--- config.mk ---
export PLATFORM = sky130hd
export DESIGN_NAME = motor_feedback_unwrap
export DESIGN_NICKNAME = d
export VERILOG_FILES = /design/src/design/mfu_pkg.sv /design/src/design/motor_feedback_unwrap.sv /design/src/design/mfu_cfg_regs.sv /design/src/design/mfu_state_ram.sv /design/src/design/mfu_update.sv
export SDC_FILE = /design/constraint.sdc
export NUM_CORES = 2
export LEC_CHECK = 0
export BUFFER_PORTS_ARGS = -buffer_cell sky130_fd_sc_hd__buf_2
export CAP_MARGIN = 15
export CORE_MARGIN = 5
export CORE_UTILIZATION = 65
export DETAILED_ROUTE_END_ITERATION = 7
export PLACE_DENSITY_LB_ADDON = 0.12
export SYNTH_ARGS = -nofsm -noshare
export SYNTH_HDL_FRONTEND = slang
export SYNTH_HIERARCHICAL = 1
export SYNTH_SLANG_ARGS = --single-unit
--- constraint.sdc ---
create_clock -name i_clk -period 29.5 [get_ports i_clk]
set_clock_uncertainty 0.05 [all_clocks]
set_input_delay 2.95 -clock i_clk [delete_from_list [all_inputs] [get_ports i_clk]]
set_output_delay 2.95 -clock i_clk [all_outputs]
set_load 0.005 [all_outputs]
--- src/design/mfu_pkg.sv ---
// Shared types and constants for the motor feedback unwrap block.
// Holds the beat structs, the register map and the reset values.
// Depends on nothing; every other file imports it.
`default_nettype none

package mfu_pkg;

    // Default sizing handed to the top-level parameters.
    localparam int NumSlotsDef = 11;
    localparam int PosWidthDef = 32;

    // Feedback identifier window.
    localparam logic [10:0] FirstId = 11'h201;
    localparam logic [10:0] LastId  = 11'h20B;

    // Field widths fixed by the frame format.
    localparam int AngleW   = 16;
    localparam int FiltW    = 24;
    localparam int MaskW    = 11;
    localparam int CoefW    = 9;
    localparam int CfgIdxW  = 8;
    localparam int CfgDataW = 11;

    // Encoder sizes in counts per turn and their halves.
    localparam logic signed [17:0] EncNarrow     = 18'sd8192;
    localparam logic signed [17:0] EncWide       = 18'sd16384;
    localparam logic signed [17:0] EncHalfNarrow = 18'sd4096;
    localparam logic signed [17:0] EncHalfWide   = 18'sd8192;

    // Q8 filter weights.
    localparam logic [CoefW-1:0] Q8One            = 9'd256;
    localparam logic [CoefW-1:0] SpeedCoefReset   = 9'd218;
    localparam logic [CoefW-1:0] CurrentCoefReset = 9'd230;

    // Register map.
    typedef enum logic [CfgIdxW-1:0] {
        CFG_SLOT_ENABLE  = 8'd0,
        CFG_SLOT_WIDE    = 8'd1,
        CFG_SPEED_COEF   = 8'd2,
        CFG_CURRENT_COEF = 8'd3
    } t_cfg_index;

    typedef struct packed {
        logic [MaskW-1:0] slot_enable;
        logic [MaskW-1:0] slot_wide;
        logic [CoefW-1:0] speed_coef;
        logic [CoefW-1:0] current_coef;
    } t_cfg_regs;

    typedef struct packed {
        logic [10:0] frame_id;
        logic [7:0]  byte_angle_high;
        logic [7:0]  byte_angle_low;
        logic [7:0]  byte_speed_high;
        logic [7:0]  byte_speed_low;
        logic [7:0]  byte_current_high;
        logic [7:0]  byte_current_low;
        logic [7:0]  byte_temperature;
    } t_in_beat;

    typedef struct packed {
        logic [3:0]              slot;
        logic [AngleW-1:0]       angle_counts;
        logic signed [31:0]      position_counts;
        logic signed [FiltW-1:0] speed_filtered;
        logic signed [FiltW-1:0] current_filtered;
        logic [7:0]              temperature;
    } t_out_beat;

endpackage

`default_nettype wire

--- src/design/motor_feedback_unwrap.sv ---
// Motor feedback unwrap: decodes feedback frames, unwraps encoder angle.
// Path: an accepted frame's result passes through the update stage register and
// then the output register, waiting while the output is back-pressured.
// Throughput: one frame per cycle unless the output stalls, set by the slot entry
// read-modify-write in the state RAM, with forwarding between back-to-back frames.
// Reset (synchronous, active low) clears all seen flags, so every slot reads
// as zero state; no clearing pass is needed. Depends on mfu_pkg and submodules.
`default_nettype none

module motor_feedback_unwrap
    import mfu_pkg::*;
#(
    parameter int NUM_SLOTS      = NumSlotsDef,
    parameter int POSITION_WIDTH = PosWidthDef
) (
    input  wire logic                i_clk,
    input  wire logic                i_rst_n,
    input  wire logic                i_in_valid,
    output logic                     o_in_ready,
    input  wire t_in_beat            i_in_beat,
    output logic                     o_out_valid,
    input  wire logic                i_out_ready,
    output t_out_beat                o_out_beat,
    input  wire logic                i_cfg_valid,
    output logic                     o_cfg_ready,
    input  wire logic [CfgIdxW-1:0]  i_cfg_index,
    input  wire logic [CfgDataW-1:0] i_cfg_data
);

    localparam int AddrW  = (NUM_SLOTS > 1) ? $clog2(NUM_SLOTS) : 1;
    localparam int EntryW = AngleW + POSITION_WIDTH + 2 * FiltW;

    t_cfg_regs cfg;

    // Input decode.
    logic [10:0] id_off;
    logic [3:0]  in_slot;
    logic        in_range;
    logic        in_hit;
    logic        in_accept;
    logic        rd_en;

    // Update stage.
    logic                      r_s1_valid;
    logic [3:0]                r_s1_slot;
    logic [AngleW-1:0]         r_s1_angle;
    logic signed [15:0]        r_s1_speed;
    logic signed [15:0]        r_s1_current;
    logic [7:0]                r_s1_temp;
    logic                      s1_adv;
    logic                      rd_seen;
    logic [EntryW-1:0]         rd_data;
    logic [EntryW-1:0]         wr_data;
    logic [AngleW-1:0]         old_angle;
    logic [POSITION_WIDTH-1:0] old_pos;
    logic signed [FiltW-1:0]   old_speed;
    logic signed [FiltW-1:0]   old_current;
    logic [POSITION_WIDTH-1:0] new_pos;
    logic signed [FiltW-1:0]   new_speed;
    logic signed [FiltW-1:0]   new_current;
    logic [63:0]               pos_ext;

    // Output register.
    logic      r_out_valid;
    t_out_beat r_out_beat;

    mfu_cfg_regs u_cfg (
        .i_clk       (i_clk),
        .i_rst_n     (i_rst_n),
        .i_cfg_valid (i_cfg_valid),
        .o_cfg_ready (o_cfg_ready),
        .i_cfg_index (i_cfg_index),
        .i_cfg_data  (i_cfg_data),
        .o_cfg       (cfg)
    );

    // Identifier window, slot bound and enable bit.
    assign id_off   = i_in_beat.frame_id - FirstId;
    assign in_slot  = id_off[3:0];
    assign in_range = (i_in_beat.frame_id >= FirstId) && (i_in_beat.frame_id <= LastId)
                      && (32'(in_slot) < NUM_SLOTS);
    assign in_hit   = in_range ? cfg.slot_enable[in_slot] : 1'b0;

    // Handshake: the update stage moves on when the output register frees up.
    assign s1_adv     = r_s1_valid && (!r_out_valid || i_out_ready);
    assign o_in_ready = !r_s1_valid || s1_adv;
    assign in_accept  = i_in_valid && o_in_ready;
    assign rd_en      = in_accept && in_hit;

    mfu_state_ram #(
        .NUM_SLOTS (NUM_SLOTS),
        .ADDR_W    (AddrW),
        .DATA_W    (EntryW)
    ) u_ram (
        .i_clk     (i_clk),
        .i_rst_n   (i_rst_n),
        .i_rd_en   (rd_en),
        .i_rd_addr (in_slot[AddrW-1:0]),
        .o_rd_seen (rd_seen),
        .o_rd_data (rd_data),
        .i_wr_en   (s1_adv),
        .i_wr_addr (r_s1_slot[AddrW-1:0]),
        .i_wr_data (wr_data)
    );

    // Update stage control.
    always_ff @(posedge i_clk) begin
        if (!i_rst_n) begin
            r_s1_valid <= 1'b0;
        end else if (rd_en) begin
            r_s1_valid <= 1'b1;
        end else if (s1_adv) begin
            r_s1_valid <= 1'b0;
        end
    end

    // Update stage payload, captured with the RAM read.
    always_ff @(posedge i_clk) begin
        if (rd_en) begin
            r_s1_slot    <= in_slot;
            r_s1_angle   <= {i_in_beat.byte_angle_high, i_in_beat.byte_angle_low};
            r_s1_speed   <= {i_in_beat.byte_speed_high, i_in_beat.byte_speed_low};
            r_s1_current <= {i_in_beat.byte_current_high, i_in_beat.byte_current_low};
            r_s1_temp    <= i_in_beat.byte_temperature;
        end
    end

    // Entry layout: last angle, position, speed state, current state.
    assign {old_angle, old_pos, old_speed, old_current} = rd_data;

    mfu_update #(
        .POSITION_WIDTH (POSITION_WIDTH)
    ) u_update (
        .i_seen          (rd_seen),
        .i_wide          (cfg.slot_wide[r_s1_slot]),
        .i_angle         (r_s1_angle),
        .i_speed         (r_s1_speed),
        .i_current       (r_s1_current),
        .i_speed_coef    (cfg.speed_coef),
        .i_current_coef  (cfg.current_coef),
        .i_last_angle    (old_angle),
        .i_pos           (old_pos),
        .i_speed_state   (old_speed),
        .i_current_state (old_current),
        .o_pos           (new_pos),
        .o_speed_state   (new_speed),
        .o_current_state (new_current)
    );

    assign wr_data = {r_s1_angle, new_pos, new_speed, new_current};
    assign pos_ext = 64'(new_pos);

    // Output register.
    always_ff @(posedge i_clk) begin
        if (!i_rst_n) begin
            r_out_valid <= 1'b0;
        end else if (s1_adv) begin
            r_out_valid <= 1'b1;
        end else if (i_out_ready) begin
            r_out_valid <= 1'b0;
        end
    end

    always_ff @(posedge i_clk) begin
        if (s1_adv) begin
            r_out_beat.slot             <= r_s1_slot;
            r_out_beat.angle_counts     <= r_s1_angle;
            r_out_beat.position_counts  <= pos_ext[31:0];
            r_out_beat.speed_filtered   <= new_speed;
            r_out_beat.current_filtered <= new_current;
            r_out_beat.temperature      <= r_s1_temp;
        end
    end

    assign o_out_valid = r_out_valid;
    assign o_out_beat  = r_out_beat;

endmodule

`default_nettype wire

--- src/design/mfu_cfg_regs.sv ---
// Configuration register file of the motor feedback unwrap block.
// Decodes register writes by index; unknown indexes are dropped.
// Depends on mfu_pkg.
`default_nettype none

module mfu_cfg_regs
    import mfu_pkg::*;
(
    input  wire logic                i_clk,
    input  wire logic                i_rst_n,
    input  wire logic                i_cfg_valid,
    output logic                     o_cfg_ready,
    input  wire logic [CfgIdxW-1:0]  i_cfg_index,
    input  wire logic [CfgDataW-1:0] i_cfg_data,
    output t_cfg_regs                o_cfg
);

    t_cfg_regs r_cfg;

    // Writes are always taken.
    assign o_cfg_ready = 1'b1;
    assign o_cfg       = r_cfg;

    // Register writes.
    always_ff @(posedge i_clk) begin
        if (!i_rst_n) begin
            r_cfg.slot_enable  <= '0;
            r_cfg.slot_wide    <= '0;
            r_cfg.speed_coef   <= SpeedCoefReset;
            r_cfg.current_coef <= CurrentCoefReset;
        end else if (i_cfg_valid) begin
            case (i_cfg_index)
                CFG_SLOT_ENABLE:  r_cfg.slot_enable  <= i_cfg_data[MaskW-1:0];
                CFG_SLOT_WIDE:    r_cfg.slot_wide    <= i_cfg_data[MaskW-1:0];
                CFG_SPEED_COEF:   r_cfg.speed_coef   <= i_cfg_data[CoefW-1:0];
                CFG_CURRENT_COEF: r_cfg.current_coef <= i_cfg_data[CoefW-1:0];
                default: begin
                end
            endcase
        end
    end

endmodule

`default_nettype wire

--- src/design/mfu_state_ram.sv ---
// Per-slot state memory: synchronous RAM with a registered read,
// seen flags in flip-flops and forwarding of the last write-back.
// Depends on mfu_pkg.
`default_nettype none

module mfu_state_ram
    import mfu_pkg::*;
#(
    parameter int NUM_SLOTS = NumSlotsDef,
    parameter int ADDR_W    = 4,
    parameter int DATA_W    = 96
) (
    input  wire logic              i_clk,
    input  wire logic              i_rst_n,
    input  wire logic              i_rd_en,
    input  wire logic [ADDR_W-1:0] i_rd_addr,
    output logic                   o_rd_seen,
    output logic [DATA_W-1:0]      o_rd_data,
    input  wire logic              i_wr_en,
    input  wire logic [ADDR_W-1:0] i_wr_addr,
    input  wire logic [DATA_W-1:0] i_wr_data
);

    logic [DATA_W-1:0]    r_mem [NUM_SLOTS];
    logic [NUM_SLOTS-1:0] r_seen;
    logic [DATA_W-1:0]    r_rd_q;
    logic [ADDR_W-1:0]    r_rd_addr;
    logic                 r_wb_valid;
    logic [ADDR_W-1:0]    r_wb_addr;
    logic [DATA_W-1:0]    r_wb_data;
    logic                 fwd_hit;

    // Storage array: one write port, one registered read port.
    always_ff @(posedge i_clk) begin
        if (i_wr_en) begin
            r_mem[i_wr_addr] <= i_wr_data;
        end
        if (i_rd_en) begin
            r_rd_q <= r_mem[i_rd_addr];
        end
    end

    // Seen flags, read address and the last write-back for forwarding.
    always_ff @(posedge i_clk) begin
        if (!i_rst_n) begin
            r_seen     <= '0;
            r_rd_addr  <= '0;
            r_wb_valid <= 1'b0;
            r_wb_addr  <= '0;
        end else begin
            if (i_rd_en) begin
                r_rd_addr <= i_rd_addr;
            end
            if (i_wr_en) begin
                r_seen[i_wr_addr] <= 1'b1;
                r_wb_valid        <= 1'b1;
                r_wb_addr         <= i_wr_addr;
            end
        end
    end

    always_ff @(posedge i_clk) begin
        if (i_wr_en) begin
            r_wb_data <= i_wr_data;
        end
    end

    // A write landing on the edge of the read leaves the RAM output stale,
    // so the last write-back overrides it. An unseen entry reads as zero.
    assign o_rd_seen = r_seen[r_rd_addr];
    assign fwd_hit   = r_wb_valid && (r_wb_addr == r_rd_addr);

    always_comb begin
        if (!o_rd_seen) begin
            o_rd_data = '0;
        end else if (fwd_hit) begin
            o_rd_data = r_wb_data;
        end else begin
            o_rd_data = r_rd_q;
        end
    end

endmodule

`default_nettype wire

--- src/design/mfu_update.sv ---
// Slot update datapath: angle unwrap into the multi-turn accumulator
// and the two first-order Q8 filters. Depends on mfu_pkg.
`default_nettype none

module mfu_update
    import mfu_pkg::*;
#(
    parameter int POSITION_WIDTH = PosWidthDef
) (
    input  wire logic                      i_seen,
    input  wire logic                      i_wide,
    input  wire logic [AngleW-1:0]         i_angle,
    input  wire logic signed [15:0]        i_speed,
    input  wire logic signed [15:0]        i_current,
    input  wire logic [CoefW-1:0]          i_speed_coef,
    input  wire logic [CoefW-1:0]          i_current_coef,
    input  wire logic [AngleW-1:0]         i_last_angle,
    input  wire logic [POSITION_WIDTH-1:0] i_pos,
    input  wire logic signed [FiltW-1:0]   i_speed_state,
    input  wire logic signed [FiltW-1:0]   i_current_state,
    output logic [POSITION_WIDTH-1:0]      o_pos,
    output logic signed [FiltW-1:0]        o_speed_state,
    output logic signed [FiltW-1:0]        o_current_state
);

    logic [AngleW-1:0]  last_eff;
    logic signed [17:0] delta_raw;
    logic signed [17:0] delta;
    logic signed [17:0] half;
    logic signed [17:0] size;

    // new = floor((256*old + c*(sample*256 - old) + 128) / 256), saturated.
    function automatic logic signed [FiltW-1:0] smooth(
        input logic signed [FiltW-1:0] old,
        input logic signed [15:0]      sample,
        input logic [CoefW-1:0]        coef
    );
        logic [CoefW-1:0]   c_sat;
        logic signed [9:0]  c_s;
        logic signed [24:0] diff;
        logic signed [34:0] prod;
        logic signed [35:0] acc;
        logic signed [27:0] q;
        c_sat = (coef > Q8One) ? Q8One : coef;
        c_s   = $signed({1'b0, c_sat});
        diff  = $signed({sample[15], sample, 8'b0}) - $signed({old[FiltW-1], old});
        prod  = diff * c_s;
        acc   = $signed({{4{old[FiltW-1]}}, old, 8'b0}) + 36'(prod) + 36'sd128;
        q     = acc[35:8];
        if (q[27:23] == 5'b00000 || q[27:23] == 5'b11111) begin
            smooth = q[FiltW-1:0];
        end else if (q[27]) begin
            smooth = {1'b1, {(FiltW-1){1'b0}}};
        end else begin
            smooth = {1'b0, {(FiltW-1){1'b1}}};
        end
    endfunction

    // The first frame of a slot seeds the last angle, so its delta is zero.
    assign last_eff  = i_seen ? i_last_angle : i_angle;
    assign delta_raw = $signed({2'b00, i_angle}) - $signed({2'b00, last_eff});
    assign half      = i_wide ? EncHalfWide : EncHalfNarrow;
    assign size      = i_wide ? EncWide : EncNarrow;

    // Single wrap correction by one encoder turn.
    always_comb begin
        if (delta_raw < -half) begin
            delta = delta_raw + size;
        end else if (delta_raw > half) begin
            delta = delta_raw - size;
        end else begin
            delta = delta_raw;
        end
    end

    // Accumulator wraps in two's complement; cleared on the first frame.
    assign o_pos = i_seen ? (i_pos + {{(POSITION_WIDTH-18){delta[17]}}, delta})
                          : '0;

    assign o_speed_state   = smooth(i_speed_state, i_speed, i_speed_coef);
    assign o_current_state = smooth(i_current_state, i_current, i_current_coef);

endmodule

`default_nettype wire

Word-level counts from Yosys, hierarchy flattened
Memory sizes are Yosys's and may differ from the RTL's. A register that Yosys moved wholly into a read port is not among the register bits. Index checks and enable logic that the tools add are counted.

Input port bits: 91. Memories kept: 1. Bits in writable memories: 1056. Register bits: 326.

Memory list: u_ram.r_mem (depth 11, width 96, read ports 1, clocked after memory_dff 1, wr ports 1, line mfu_state_ram.sv:24) `logic [DATA_W-1:0] r_mem [NUM_SLOTS];`.

Order comparisons: 11. Mux-type cells: 29. Reduce and logical (&&, ||, !) cells: 22. Equal/unequal tests: 6. Multiply operators: 2. Bitwise logic cells: 1. $add $sub $neg: 12.

Operator list (number): $mux W96 (2); $mux W24 (4); $add A32 B35 Y36 (2); $add A36 B9 Y36 const B (2); $mul A25 B10 Y35 (2); $sub A24 B24 Y25 (2); $mux W18 (2); $add A32 B32 Y32 (1); $mux W32 (1); $add A18 B18 Y18 (1); $gt A18 B18 Y1 (1); $gt A9 B9 Y1 const B (2); $lt A18 B18 Y1 (1); $mux W9 (2); $neg A18 Y18 (1); $sub A18 B18 Y18 (1); $sub A16 B16 Y17 (1); $eq A8 B2 Y1 const B (2); $mux W16 (1); $lt A4 B5 Y1 const B (3); $mux W15 (1); $mux W14 (1); $bmux W1 S4 (3); $ge A11 B10 Y1 const B (1); 17 further kinds (43).

Depth between registers and ports, before layout
Depth in word-level cells: 11. Mapped depth: 43. Depth with buffers taken out: 38.

Modules after synthesis
Netlist, hierarchy kept.

By module, submodules not included: mfu_state_ram (sequential area each 37876.3 µm², cells each 2135, times used 1, area each 47922.2 µm²); mfu_update (sequential area each 0.0 µm², cells each 2701, times used 1, area each 22153.7 µm²); motor_feedback_unwrap (sequential area each 5084.9 µm², cells each 212, times used 1, area each 5450.2 µm²); mfu_cfg_regs (sequential area each 800.8 µm², cells each 156, times used 1, area each 1625.3 µm²).

Least setup slack after synthesis
Ideal clock, no wire load.

Path type: in2reg. Start point: input port i_out_ready. End point: memory u_ram.r_mem[0][0] (enable). Cell stages on the path: 5. Setup time: 0.671 ns. Data arrival time: 19.679 ns. Data required time: 28.779 ns. Setup slack: 9.100 ns. Path buffers: 1. Cell sequence: nor2b_1 nor2b_1 clkbuf_1 or3b_2 nor3_1.

Longest elaborated chain between the ends: 4.

RTL lines: from (decl) (line motor_feedback_unwrap.sv:22) `input wire logic i_out_ready,`; $logic_or A1 B1 Y1 (line motor_feedback_unwrap.sv:85) `assign s1_adv = r_s1_valid && (!r_out_valid || i_out_ready);`; $logic_and A1 B1 Y1 (line motor_feedback_unwrap.sv:85); named net s1_adv (line motor_feedback_unwrap.sv:50) `logic s1_adv;`; $mux W1 (line mfu_state_ram.sv:35) `if (i_wr_en) begin`; $mux W1 (implied by the code) (line mfu_state_ram.sv:36) `r_mem[i_wr_addr] <= i_wr_data;`; to (decl) (line mfu_state_ram.sv:24).

The timed path passes the listed nets, and every way through them passes these cells.

Worst setup path in the final report
Start point: register u_ram.r_rd_addr[0]. End point: memory u_ram.r_mem[1][13], data pin.

Longest elaborated chain between the ends: 11.

RTL lines: from (decl) (line mfu_state_ram.sv:27) `logic [ADDR_W-1:0] r_rd_addr;`; from (signal assigned) (line mfu_state_ram.sv:52) `r_rd_addr <= i_rd_addr;`; branches (longest 3 deep; another with $bmux W1 S4); $mux W96 * (line mfu_state_ram.sv:74) `if (!o_rd_seen) begin`; named net rd_data[0] (line motor_feedback_unwrap.sv:52) `logic [EntryW-1:0] rd_data;`; $sub A24 B24 Y25 (line mfu_update.sv:46) `diff = $signed({sample[15], sample, 8'b0}) - $signed({old[FiltW-1], old});`; $mul A25 B10 Y35 (line mfu_update.sv:47) `prod = diff * c_s;`; $add A32 B35 Y36 * (line mfu_update.sv:48) `acc = $signed({{4{old[FiltW-1]}}, old, 8'b0}) + 36'(prod) + 36'sd128;`; $add A36 B9 Y36 * (line mfu_update.sv:48); $eq A5 B5 Y1 or $logic_not A5 Y1 (tied branches) (line mfu_update.sv:50) `if (q[27:23] == 5'b00000 || q[27:23] == 5'b11111) begin`; $logic_or A1 B1 Y1 (line mfu_update.sv:50); $mux W24 * (line mfu_update.sv:50); named net new_current[13] (line motor_feedback_unwrap.sv:60) `logic signed [FiltW-1:0] new_current;`.

Mark *: on every way through the listed nets, which the timed path passes. The select of a mux whose other input is x is not followed.

==> metrics.log <==
INFO  metric post_synth_edffs = 1,416
INFO  metric max-clock-path-buffers = 3
INFO  metric worst_setup_hold_path_clk_slew = 0.06 ns
INFO  metric fin_crit_sh = between 40% and 50%
INFO  metric crit_path_max_incr_delay = 0.72 ns
INFO  metric postSynthAreaPerCell = 14.8 um^2
INFO  metric postSynthCellCount = roughly 5.2k
INFO  metric area.growth.synth_to_final = 9.85%
INFO  metric max_cap_viol_count = 0
INFO  metric grt_start_max_net_pins = 146
INFO  metric initial_utilization = 65.4%
INFO  metric worst-r2r-setup-slack = 16.59 ns
INFO  metric antenna_violating_nets_post_route = 0
INFO  metric postPlaceCellArea = 80,000 um^2
INFO  metric synth_cell_types = around 100
INFO  metric critical-path-slowest-cell = sky130_fd_sc_hd__inv_1
INFO  metric fraction_of_final_layout_cells_with_drive_strength_greater_than_1 = around 17%
INFO  metric synth-main-ff-cell = sky130_fd_sc_hd__edfxtp_1
INFO  metric setup_ws = 16.59 ns
INFO  metric timing.critical_path.fanout_max = 50
INFO  metric hold_end = o_out_beat[0]
INFO  metric fp.dieW = 355 um
INFO  metric synth_top_area_share = about 55%
INFO  metric io-pin-count = 202
INFO  metric first_iteration_detailed_routing_drc_count = 4,800
INFO  metric cell_leakage_power = 30.2 nW
INFO  metric tritoncts = built
INFO  metric gr-total-overflow = 0
INFO  metric place_congestion = 0.934
INFO  metric fp-row-count = 126
INFO  metric ys_seq_elements = about 1.5k
INFO  metric ys.warnings.count = 6
INFO  metric worst_ep_arrival_time = approximately 13 ns
INFO  metric drt_pre_antenna_iters = 7
INFO  metric ir_drop = 0.0650 mV
INFO  metric routed_wl = 188,000 um
INFO  metric postCtsResizedCells = 0
INFO  metric clock_insertion_delay_worst_skew = 0.77 ns
INFO  metric place_worst_setup_slack = 16.63 ns
INFO  metric timing_worst_setup_path_type = reg2reg
INFO  metric floorplan.die.height = 355 um
INFO  metric final_cell_area = around 85,000 um^2
INFO  metric status = finished clean
INFO  metric end_kind = register
INFO  metric netlist_area = 77,200 um^2
INFO  metric post_detailed_route_via_to_cell_ratio = 6.34
INFO  metric timing.final.crit_period = 12.91 ns
INFO  metric worst_hold_path_type = reg2reg
INFO  metric hold_fix_buffers_at_cts = 0
INFO  metric synth_commonest_cells = sky130_fd_sc_hd__edfxtp_1, sky130_fd_sc_hd__inv_1, sky130_fd_sc_hd__fa_1, sky130_fd_sc_hd__nand2_1, sky130_fd_sc_hd__mux4_2
INFO  metric vias = 45.0k
INFO  metric timing.critical_path.required = 29.93 ns
INFO  metric port_buffers = 200
INFO  metric placeable_core_region = roughly 120,000 um^2
INFO  metric clock_sink_count = 1,478
INFO  metric asyncSetResetFlopFracSynth = 0%
INFO  metric synth.area.top_cells = sky130_fd_sc_hd__edfxtp_1, sky130_fd_sc_hd__fa_1, sky130_fd_sc_hd__mux4_2
INFO  metric vias_in_the_first_global_route = 46.2k
INFO  metric layout.nets = approximately 6.2k
INFO  metric netlist.top_cell.by_area = sky130_fd_sc_hd__edfxtp_1
INFO  metric timing.hold.worst_path_depth = 0
INFO  metric gr-usage-all-layers = 30.3%
INFO  metric least_margin_pin_slew = 1.22 ns
INFO  metric clock-root-buffer = sky130_fd_sc_hd__clkbuf_16
INFO  metric power.density = 51.0 nW/um^2
INFO  metric worst_slew_margin_rel = 18.1%
INFO  metric ff2ff_path_depth = 37
INFO  metric setup.worst_path.start_class = register
INFO  metric critical_path.reg2reg.startpoint = u_ram/r_rd_addr[0]
INFO  metric yosysSeqAreaShare = 56.7%
INFO  metric rr_endpoint = u_ram/r_mem[1][13]
INFO  metric htree_num_levels = 4
INFO  metric start_point_of_the_worst_hold_path = r_s1_temp[0]
INFO  metric remaining_drc_errors = 0
INFO  metric num-fill-cells = 7,518
INFO  metric antenna_violations_before_repair = 3
INFO  metric post-cts-setup-buffers = 0
INFO  metric grt_setup_unrepaired = false
INFO  metric dp_hpwl = 112,000 um
INFO  metric grt_first_pass_wirelength = about 290,000 um
INFO  metric totalNegativeSetupSlack = 0 ns
INFO  metric most_common_cell_in_the_netlist = sky130_fd_sc_hd__edfxtp_1
INFO  metric hold_viol = 0
INFO  metric numCtsBuffers = 147
INFO  metric post_synth_net_total = 5,965
INFO  metric dieArea = between 100,000 and 150,000 um^2
INFO  metric fin_max_slew_vios = 0
INFO  metric report.final.setup_viol = 0
INFO  metric routed_wire_length_per_instance = 26.5 um
INFO  metric max_freq = 0.0774 GHz
[cell families after synthesis]
logic type	share of synthesized area (%)
xor gates and xnor gates	1.95
adders and majority gates	15.0
other	0.00486
DFF	56.7
muxes	10.9
AOI/OAI and AO/OA	5.08
and+or+nand+nor	6.20
buffers and inverters	4.11
[cell usage in the layout, fill, tap and decap left out, types with 117 or more instances in the layout]
| cell | instances |
|---|---|
| sky130_fd_sc_hd__a21oi_1 | 200 |
| sky130_fd_sc_hd__and2_1 | 117 |
| sky130_fd_sc_hd__nor2_1 | 164 |
| sky130_fd_sc_hd__nand2_1 | 370 |
| sky130_fd_sc_hd__o21ai_0 | 173 |
| sky130_fd_sc_hd__ha_1 | 244 |
| sky130_fd_sc_hd__mux4_2 | 293 |
| sky130_fd_sc_hd__nand3_1 | 122 |
| sky130_fd_sc_hd__inv_1 | 580 |
| sky130_fd_sc_hd__buf_2 | 211 |
| sky130_fd_sc_hd__fa_1 | 426 |
| sky130_fd_sc_hd__edfxtp_1 | 1416 |
| sky130_fd_sc_hd__clkbuf_16 | 151 |
[metrics by stage]
stage	instances	util, %	power [W]	hold WS (ns)
2_1_floorplan	5204	-	0.00250	0.350
3_3_place_gp	6798	67.8	0.00256	0.351
3_5_place_dp	6799	67.8	0.00256	0.355
4_1_cts	7070	71.8	0.00435	0.356
5_1_grt	7088	71.9	0.00446	0.363
6_report	7089	71.9	0.00432	0.354
[layer usage]
metal  GRT usage, %  vias to the layer above  part of all wire, %
met5              0                        -                    0
met4           9.07                        0                  2.9
met3           4.96                      326                  9.0
met2           49.0                     2345                   48
met1           43.5                    23100                   40
li1               -                    19300                    -
[layout make-up]
class,count,area (um^2),area share [%]
antenna,1,2.50,0.00295
clock buffer,192,3980,4.70
clock inverter,79,702,0.828
inverter,584,2210,2.60
multi-input combinational,2921,30400,35.9
sequential,1478,43800,51.6
tap,1536,1920,2.27
timing repair buffer,298,1760,2.08
[state kept, by name (all words and copies together) (netlist names)]
name,cells
o_out_beat,108
r_s1_temp,8
u_ram/r_seen,11
r_s1_current,16
r_s1_valid,1
u_ram/r_rd_q,96
r_s1_angle,16
u_ram/r_mem,1056
u_ram/r_rd_addr,4
r_s1_speed,16
u_ram/r_wb_addr,4
u_cfg/o_cfg,40
u_ram/r_wb_valid,1
u_ram/r_wb_data,96
o_out_valid,1
r_s1_slot,4
[worst max path at each step]
stage	slack, ns	end	from
after floorplan	9.10	u_ram/r_mem[0][0]	i_out_ready
after global placement	16.95	u_ram/r_mem[1][7]	u_ram/r_rd_addr[0]
after detailed placement	16.63	u_ram/r_mem[0][18]	u_ram/r_rd_addr[0]
after CTS	16.54	u_ram/r_wb_data[19]	u_ram/r_rd_addr[0]
after global routing	15.89	u_ram/r_mem[4][13]	u_ram/r_rd_addr[0]
final	16.59	u_ram/r_mem[1][13]	u_ram/r_rd_addr[0]
[where the power goes]
| group | leakage, nW | switching (W) | internal, W |
|---|---|---|---|
| combinational | 15.7 | 0.000133 | 0.0000876 |
| clock | 2.27 | 0.000783 | 0.00101 |
| sequential | 12.2 | 0.000000236 | 0.00230 |
[critical path: cells and delay by family, from the launching register on]
| family | cells | cell delay, ns |
|---|---|---|
| AND/OR/NAND/NOR | 6 | 1.50 |
| multiplexers | 2 | 0.80 |
| AO/OA/AOI/OAI | 13 | 3.18 |
| XOR/XNOR | 1 | 0.70 |
| flip-flops | 1 | 0.48 |
| adder cells (fa/ha/maj) | 7 | 3.25 |
| buffers and inverters | 8 | 2.62 |
Power figures use the tool's default switching activity.
